File: src/rtl/swt_pkg.sv
// Package for the shell word tokenizer: item and result types, result kinds,
// character codes and the default word-count limit.
// Used by every module under rtl; depends on nothing.
`default_nettype none

package swt_pkg;

	localparam int unsigned MAX_WORDS_DEF = 255;

	// Character codes the tokenizer reacts to.
	localparam logic [7:0] CH_SQUOTE = 8'h27;
	localparam logic [7:0] CH_DQUOTE = 8'h22;
	localparam logic [7:0] CH_BSLASH = 8'h5C;
	localparam logic [7:0] CH_LOWER_N = 8'h6E;
	localparam logic [7:0] CH_LOWER_T = 8'h74;
	localparam logic [7:0] CH_LF = 8'h0A;
	localparam logic [7:0] CH_TAB = 8'h09;
	localparam logic [7:0] CH_SPACE = 8'h20;
	localparam logic [7:0] CH_CR = 8'h0D;

	typedef enum logic [1:0] {
		KIND_BYTE     = 2'd0,
		KIND_WORD_END = 2'd1,
		KIND_LINE_END = 2'd2
	} kind_t;

	typedef struct packed {
		logic       cmd;
		logic [7:0] ch;
	} item_t;

	typedef struct packed {
		kind_t      kind;
		logic [7:0] out_byte;
		logic [7:0] word_count;
	} result_t;

	// All results caused by one item, slot 0 first.
	typedef struct packed {
		logic [1:0]       cnt;
		result_t [2:0]    res;
	} bundle_t;

	// Status of the output buffer as seen by the input side.
	typedef struct packed {
		logic valid;
		logic done;
	} buf_status_t;

	function automatic logic is_blank(input logic [7:0] c);
		return (c == CH_SPACE) || (c >= CH_TAB && c <= CH_CR);
	endfunction

endpackage

`default_nettype wire

File: src/rtl/swt_core.sv
// Tokenizer state and the single-pass step logic for one registered item.
// Depends on swt_pkg.
`default_nettype none

module swt_core #(
	parameter int unsigned MAX_WORDS = swt_pkg::MAX_WORDS_DEF
) (
	input  wire logic            clk,
	input  wire logic            arst_n,
	input  wire swt_pkg::item_t  item,
	input  wire logic            step_en,
	output swt_pkg::bundle_t     bundle
);
	import swt_pkg::*;

	localparam logic [7:0] CountLimit = (MAX_WORDS < 255) ? 8'(MAX_WORDS) : 8'd255;

	logic       in_word_q, sq_q, dq_q, esc_q;
	logic [7:0] words_q;
	logic       in_word_d, sq_d, dq_d, esc_d;
	logic [7:0] words_d;
	logic [7:0] words_inc;
	logic [7:0] esc_byte;
	logic [1:0] k;
	bundle_t    bnd;

	always_comb begin
		in_word_d = in_word_q;
		sq_d      = sq_q;
		dq_d      = dq_q;
		esc_d     = esc_q;
		words_d   = words_q;
		bnd       = '0;
		k         = '0;
		words_inc = (words_q < CountLimit) ? words_q + 8'd1 : words_q;
		if (item.ch == CH_LOWER_N) begin
			esc_byte = CH_LF;
		end else if (item.ch == CH_LOWER_T) begin
			esc_byte = CH_TAB;
		end else begin
			esc_byte = item.ch;
		end

		if (item.cmd) begin
			// A dangling backslash comes out as itself before the word closes.
			if (esc_q) begin
				bnd.res[k] = '{kind: KIND_BYTE, out_byte: CH_BSLASH, word_count: words_q};
				k = k + 2'd1;
			end
			if (in_word_q) begin
				words_d = words_inc;
				bnd.res[k] = '{kind: KIND_WORD_END, out_byte: 8'd0, word_count: words_inc};
				k = k + 2'd1;
			end
			bnd.res[k] = '{kind: KIND_LINE_END, out_byte: 8'd0, word_count: words_d};
			k = k + 2'd1;
			in_word_d = 1'b0;
			sq_d      = 1'b0;
			dq_d      = 1'b0;
			esc_d     = 1'b0;
			words_d   = '0;
		end else if (esc_q) begin
			esc_d = 1'b0;
			bnd.res[0] = '{kind: KIND_BYTE, out_byte: esc_byte, word_count: words_q};
			k = 2'd1;
		end else if (!sq_q && !dq_q && is_blank(item.ch)) begin
			if (in_word_q) begin
				in_word_d = 1'b0;
				words_d   = words_inc;
				bnd.res[0] = '{kind: KIND_WORD_END, out_byte: 8'd0, word_count: words_inc};
				k = 2'd1;
			end
		end else if (!dq_q && item.ch == CH_SQUOTE) begin
			sq_d      = !sq_q;
			in_word_d = 1'b1;
		end else if (!sq_q && item.ch == CH_DQUOTE) begin
			dq_d      = !dq_q;
			in_word_d = 1'b1;
		end else if (!sq_q && item.ch == CH_BSLASH) begin
			esc_d     = 1'b1;
			in_word_d = 1'b1;
		end else begin
			in_word_d = 1'b1;
			bnd.res[0] = '{kind: KIND_BYTE, out_byte: item.ch, word_count: words_q};
			k = 2'd1;
		end
		bnd.cnt = k;
	end

	assign bundle = bnd;

	always_ff @(posedge clk or negedge arst_n) begin
		if (!arst_n) begin
			in_word_q <= 1'b0;
			sq_q      <= 1'b0;
			dq_q      <= 1'b0;
			esc_q     <= 1'b0;
			words_q   <= '0;
		end else if (step_en) begin
			in_word_q <= in_word_d;
			sq_q      <= sq_d;
			dq_q      <= dq_d;
			esc_q     <= esc_d;
			words_q   <= words_d;
		end
	end

endmodule

`default_nettype wire

File: src/rtl/swt_out_buf.sv
// Result register of the tokenizer: holds the results of one item and hands
// them out one per request. Depends on swt_pkg.
`default_nettype none

module swt_out_buf (
	input  wire logic              clk,
	input  wire logic              arst_n,
	input  wire logic              load,
	input  wire swt_pkg::bundle_t  bundle_in,
	input  wire logic              ready,
	output swt_pkg::result_t       result,
	output logic                   last,
	output swt_pkg::buf_status_t   status
);
	import swt_pkg::*;

	bundle_t    bnd_s2;
	logic       valid_q;
	logic [1:0] idx_q;
	logic       at_last;

	assign at_last       = (idx_q == bnd_s2.cnt - 2'd1);
	assign result        = bnd_s2.res[idx_q];
	assign last          = at_last;
	assign status.valid  = valid_q;
	assign status.done   = valid_q && ready && at_last;

	always_ff @(posedge clk or negedge arst_n) begin
		if (!arst_n) begin
			valid_q <= 1'b0;
			idx_q   <= '0;
		end else if (load) begin
			valid_q <= 1'b1;
			idx_q   <= '0;
		end else if (valid_q && ready) begin
			valid_q <= !at_last;
			idx_q   <= idx_q + 2'd1;
		end
	end

	always_ff @(posedge clk) begin
		if (load) begin
			bnd_s2 <= bundle_in;
		end
	end

endmodule

`default_nettype wire

File: src/rtl/shell_word_tokenizer.sv
// Shell word tokenizer: a request passes the input register stage, then the result register.
// Throughput is one input request per cycle while each yields at most one result and the
// output is ready; an item with more results holds the single result register until all are out.
// Asynchronous active-low reset clears the quoting, escape, word and count state and
// empties the input and result stages. Top level; depends on swt_pkg, swt_core, swt_out_buf.
`default_nettype none

module shell_word_tokenizer #(
	parameter int unsigned MAX_WORDS = swt_pkg::MAX_WORDS_DEF
) (
	input  wire logic        clk,
	input  wire logic        arst_n,
	// Input stream.
	input  wire logic        s_tvalid,
	output logic             s_tready,
	input  wire logic [7:0]  s_tdata,   // [7:0] ch
	input  wire logic        s_tuser,   // [0] cmd: 0 = line byte, 1 = end of line
	// Result stream.
	output logic             m_tvalid,
	input  wire logic        m_tready,
	output logic [15:0]      m_tdata,   // [7:0] out_byte, [15:8] word_count
	output logic [1:0]       m_tuser,   // [1:0] kind
	output logic             m_tlast    // final result of one input request
);
	import swt_pkg::*;

	// Input register stage. An item sits here while its results are worked out
	// from the current tokenizer state in one combinational pass.
	logic        valid_s1;
	item_t       item_s1;
	logic        adv;
	logic        load;
	bundle_t     bundle;
	buf_status_t st;
	result_t     res;
	logic        res_last;

	// The registered item moves on when it yields no result, or when the result
	// register is empty or hands out its final result in this very cycle.
	assign adv      = valid_s1 && ((bundle.cnt == 2'd0) || !st.valid || st.done);
	assign load     = adv && (bundle.cnt != 2'd0);
	assign s_tready = !valid_s1 || adv;

	always_ff @(posedge clk or negedge arst_n) begin
		if (!arst_n) begin
			valid_s1 <= 1'b0;
		end else if (s_tready) begin
			valid_s1 <= s_tvalid;
		end
	end

	always_ff @(posedge clk) begin
		if (s_tvalid && s_tready) begin
			item_s1 <= '{cmd: s_tuser, ch: s_tdata};
		end
	end

	// Tokenizer state and step logic; the state commits when the item moves on.
	swt_core #(
		.MAX_WORDS(MAX_WORDS)
	) u_core (
		.clk     (clk),
		.arst_n  (arst_n),
		.item    (item_s1),
		.step_en (adv),
		.bundle  (bundle)
	);

	// Result register with a small serializer for items that yield several results.
	swt_out_buf u_out (
		.clk       (clk),
		.arst_n    (arst_n),
		.load      (load),
		.bundle_in (bundle),
		.ready     (m_tready),
		.result    (res),
		.last      (res_last),
		.status    (st)
	);

	assign m_tvalid = st.valid;
	assign m_tdata  = {res.word_count, res.out_byte};
	assign m_tuser  = res.kind;
	assign m_tlast  = res_last;

	// A line end is always the final result of its request.
	a_line_end_last: assert property (@(posedge clk) disable iff (!arst_n)
		m_tvalid && (m_tuser == KIND_LINE_END) |-> m_tlast)
		else $error("line-end result not marked last");

	// A closed word has been counted, so its count is never zero.
	a_word_end_count: assert property (@(posedge clk) disable iff (!arst_n)
		m_tvalid && (m_tuser == KIND_WORD_END) |-> (m_tdata[15:8] != 8'd0))
		else $error("word end reported with zero count");

	// Only byte results carry a byte.
	a_byte_unused: assert property (@(posedge clk) disable iff (!arst_n)
		m_tvalid && (m_tuser != KIND_BYTE) |-> (m_tdata[7:0] == 8'd0))
		else $error("non-byte result carries a byte");

	// An item held in the input stage is not dropped before it moves on.
	a_s1_hold: assert property (@(posedge clk) disable iff (!arst_n)
		valid_s1 && !adv |=> valid_s1)
		else $error("input stage lost an item");

endmodule

`default_nettype wire

File: config.mk
export PLATFORM = sky130hd
export DESIGN_NAME = shell_word_tokenizer
export DESIGN_NICKNAME = d
export VERILOG_FILES = /design/src/rtl/swt_pkg.sv /design/src/rtl/swt_core.sv /design/src/rtl/swt_out_buf.sv /design/src/rtl/shell_word_tokenizer.sv
export SDC_FILE = /design/constraint.sdc
export NUM_CORES = 1
export LEC_CHECK = 0
export ABC_AREA = 1
export BUFFER_PORTS_ARGS = -buffer_cell sky130_fd_sc_hd__buf_4
export CAP_MARGIN = 30
export CORE_AREA = 2 2 93 95
export DETAILED_ROUTE_END_ITERATION = 10
export DIE_AREA = 0 0 95 97
export GPL_TIMING_DRIVEN = 0
export SLEW_MARGIN = 20
export SYNTH_ARGS = -nofsm -noshare
export SYNTH_HDL_FRONTEND = slang
export SYNTH_SLANG_ARGS = --single-unit
File: constraint.sdc
create_clock -name clk -period 2.8 [get_ports clk]
set_input_delay 0.28 -clock clk [delete_from_list [all_inputs] [get_ports clk]]
set_output_delay 0.28 -clock clk [all_outputs]
set_load 0.05 [all_outputs]
==> results.rst <==
.. list-table::
   :header-rows: 1

   * - Metric
     - Value
   * - Full die area
     - 0.00922 mm^2
   * - Share of the core filled with cells in the final layout
     - 0.509
   * - Number of filler cells placed in the layout
     - between 700 and 800
   * - Clock latency on the worst-skew pair
     - between 300 and 400 ps
   * - Flip-flop and latch count after synthesis
     - 64
   * - Synth Area in Compound Gates
     - 0.111
   * - Net count after synthesis
     - 427
   * - Crit-path cells
     - inv_1, clkbuf_1, clkbuf_1, nor2_1, o31ai_1, buf_4
   * - Nature of the critical path startpoint
     - register
   * - Total inserted antenna cells
     - 0
   * - Post-synthesis instance area
     - 0.00349 mm^2
   * - Most frequent cells after synthesis
     - sky130_fd_sc_hd__nand2_1, sky130_fd_sc_hd__nor2_1, sky130_fd_sc_hd__edfxtp_1, sky130_fd_sc_hd__inv_1, sky130_fd_sc_hd__nand3_1
   * - Worst slew pin tran
     - 547 ps
   * - First-pass GRT wire length
     - 13,000 um
   * - Fraction of final layout cells with drive strength greater than 1
     - 0.160
   * - Number of clock sinks
     - 64
   * - Hold slack
     - 107 ps
   * - Worst-case register-to-register setup slack
     - 270 ps
   * - Final design area excluding fillers
     - 0.00414 mm^2
   * - Reg-to-reg critical path startpoint
     - u_core.in_word_q
   * - Count of flip-flops with a built-in enable after synthesis
     - 48
   * - Die Wd
     - 95 um
   * - Placed cell count
     - roughly 550
   * - Count of endpoints failing hold in the final timing report
     - 0
   * - Instance count of the mapped netlist
     - ~410
   * - Minimum clock period
     - 2640 ps
   * - Maximum Capacitance Violations
     - 0
   * - TritonCTS Buffers
     - 9
   * - Initial cell density of the core
     - 0.429
   * - Pin count of the biggest net entering global routing
     - 20
   * - Post-synthesis adder-cell area fraction
     - 0.0179
   * - Run status
     - finished, final reports clean
   * - Cell type of the slowest stage on the worst timing path
     - sky130_fd_sc_hd__clkbuf_1
   * - Number of antenna violations at the first check in global routing
     - 0
   * - FF+latch area
     - 0.00184 mm^2
   * - Setup repair after global routing missed its margin
     - no
   * - Area delta synth->final
     - 18.6%
   * - Leak
     - ~0.0018 uW
   * - Kind of end point of the critical path
     - primary output
   * - FFs w/ async S/R, synth
     - 0.250
   * - Multiplexer share of the synthesized area
     - 0
   * - Cell count of the worst reg-to-reg path
     - 10
   * - Max Clk Rate
     - 378 MHz
   * - Number of iterations in the first detailed-routing pass
     - 5
   * - Type of the most critical hold path
     - input pin to register
   * - Start-to-end type of the worst setup path
     - register to primary output
   * - Site Rows
     - 33
   * - CORE AREA
     - between 0.008 and 0.009 mm^2
   * - Most repeated cell in the gate-level netlist after synthesis
     - sky130_fd_sc_hd__nand2_1
   * - Detailed router's first-iteration violation count
     - ~230
   * - Clk_skew
     - 8.22 ps
   * - Root buffer cell
     - sky130_fd_sc_hd__clkbuf_8
   * - Area of the multi-input gates
     - 0.00143 mm^2
   * - Average routed wire per standard cell
     - around 14 um
   * - Register area share after synthesis
     - 0.528
   * - Worst hold stages
     - 1
   * - Share of the synthesized area in the top cell type
     - 0.413
   * - Required @ worst endpoint
     - 2520 ps
   * - Share of the clock period used by the worst path after layout
     - 0.944
   * - Source of the critical timing path
     - u_out.idx_q[0]
   * - DRC Markers
     - 0
   * - Count of warnings emitted by yosys
     - 0
   * - Max VDD drop
     - 0.514 mV
   * - Post-Synth Simple-Gate Area
     - 0.266
   * - Main area contributors after synthesis
     - sky130_fd_sc_hd__edfxtp_1, sky130_fd_sc_hd__dfrtp_1, sky130_fd_sc_hd__nand2_1
   * - Post-synth top area cell
     - sky130_fd_sc_hd__edfxtp_1
   * - CTS tree
     - done
   * - Sum of net half-perimeters after detailed placement
     - 5620 um
   * - Cell Pwr Density
     - 1350 mW/mm^2
   * - Overall fraction of global-route tracks in use
     - 0.184
   * - Antenna violation net count after detailed routing
     - 0
   * - Gp weighted congestion
     - 0.837
   * - Synthesized-area fraction occupied by xor and xnor cells
     - 0.0126
   * - Max transition margin
     - 0.631
   * - Overall routed net length
     - 7850 um
   * - Largest driver fanout on the critical path
     - 10
   * - Post-synthesis area per instance
     - 8.53 um^2
   * - Vertical extent of the die
     - ~97 um
   * - CTS clock-pin slew for the worst setup and hold paths
     - ~70 ps
   * - Main combinational cell family by area after synthesis
     - simple AND/OR/NAND/NOR gates
   * - Most frequent cell on the critical path
     - sky130_fd_sc_hd__clkbuf_1
   * - DP Area
     - about 0.0039 mm^2
   * - CTS HTree Levels
     - 3
   * - Fin. max-slew vios
     - 0
   * - Count of different cell masters after synthesis
     - 30
   * - Min-delay src
     - s_tdata[2]
   * - Global route overflow
     - 0
   * - Detailed-route via count
     - 2,885
   * - Crit path DAT
     - 2360 ps
   * - Final instance count without filler cells
     - 567
   * - Worst-case clock buffer depth
     - 2
   * - Number of port buffers
     - 33
   * - Total setup violations reported at the end of the flow
     - 0
   * - Stage delay of the slowest cell on the critical path
     - 470 ps
   * - Count of nets after finishing
     - 475
   * - I/O pin count
     - 34
   * - Average vias per placed instance
     - around 5.1
   * - Ys flop type
     - sky130_fd_sc_hd__edfxtp_1
   * - Total power after layout
     - 5590 uW
   * - Via count of the first global-routing pass
     - approximately 2,600
## cells by family after synthesis
group                      Yosys count
buffers and inverters               58
AOI/OAI and AO/OA                   60
xor gates and xnor gates             5
DFF                                 64
and+or+nand+nor                    217
adders and majority gates            5
## worst max-delay path, delay by kind of cell, from the launching register on
family	cells	cell delay (ps)
AND/OR/NAND/NOR	1	110
flip-flops	1	390
AO/OA/AOI/OAI	1	290
buffers and inverters	4	1220
## layout make-up
class / count / share of cell area
sequential: 64 / 0.446
multi-input combinational: 287 / 0.345
timing repair buffer: 36 / 0.0689
inverter: 45 / 0.0417
clock buffer: 11 / 0.0318
tap: 105 / 0.0318
clock inverter: 5 / 0.0172
buffer: 12 / 0.0139
timing repair inverter: 2 / 0.00363
## flip-flops by register name, summed over array words and instances, names as in the netlist
signal and flops:
u_core.sq_q 1, u_core.words_q 8, u_core.esc_q 1, u_out.bnd_s2 39, u_core.dq_q 1, item_s1 9
u_out.valid_q 1, valid_s1 1, u_core.in_word_q 1, u_out.idx_q 2
## power by group
group / total (uW) / internal [uW] / switching [uW] / leakage [uW]
registers: 1780 / 1560 / 214 / 0.000663
clock network: 839 / 493 / 346 / 0.000100
logic: 2980 / 854 / 2130 / 0.000993
total: 5590 / 2910 / 2690 / 0.00176
## per-stage QoR
step           worst slack (ps)  TNS [ps]
3_3_place_gp               -629    -24460
3_5_place_dp               -631    -24530
4_1_cts                    97.6         0
6_report                    155         0
5_1_grt                    1.98         0
2_1_floorplan              40.0         0
## path summary, 6_finish.rpt
| path | to |
|---|---|
| worst max-delay path | m_tdata[15] |
| worst min-delay path | item_s1[2] |
| worst max register to register | u_out.bnd_s2[40] |
| worst min register to register | u_core.words_q[7] |
| max in group asynchronous | u_core.esc_q |
| min in group asynchronous | u_core.words_q[0] |
## layer usage
| layer | part of all wire | GRT usage |
|---|---|---|
| met1 | 0.47 | 0.249 |
| met2 | 0.46 | 0.279 |
| met3 | 0.049 | 0.0444 |
| met4 | 0.017 | 0.0769 |
| met5 | 0 | 0 |
## timing repair
action / in CTS / in global routing
cloned: 2 / 0
endpoints found under the hold margin: 16 / 0
pin swaps: 1 / 0
hold buffers: 1 / 0
resized for setup: 5 / 4
endpoints found under the setup margin: 40 / 40
buffers inserted: 2 / 0
## cell usage in the layout (no fill, tap or decap), types with 8 or more instances in the layout
master and instances:
sky130_fd_sc_hd__inv_1 38, sky130_fd_sc_hd__nor2_1 72, sky130_fd_sc_hd__o22ai_1 15, sky130_fd_sc_hd__edfxtp_1 48
sky130_fd_sc_hd__dfrtp_1 14, sky130_fd_sc_hd__o221ai_1 8, sky130_fd_sc_hd__o31ai_1 9, sky130_fd_sc_hd__nand3_1 33
sky130_fd_sc_hd__nand2_1 90, sky130_fd_sc_hd__nand2_2 8, sky130_fd_sc_hd__clkbuf_1 8, sky130_fd_sc_hd__buf_4 34
sky130_fd_sc_hd__o21ai_0 21, sky130_fd_sc_hd__clkbuf_8 9
Power figures use the tool's default switching activity.
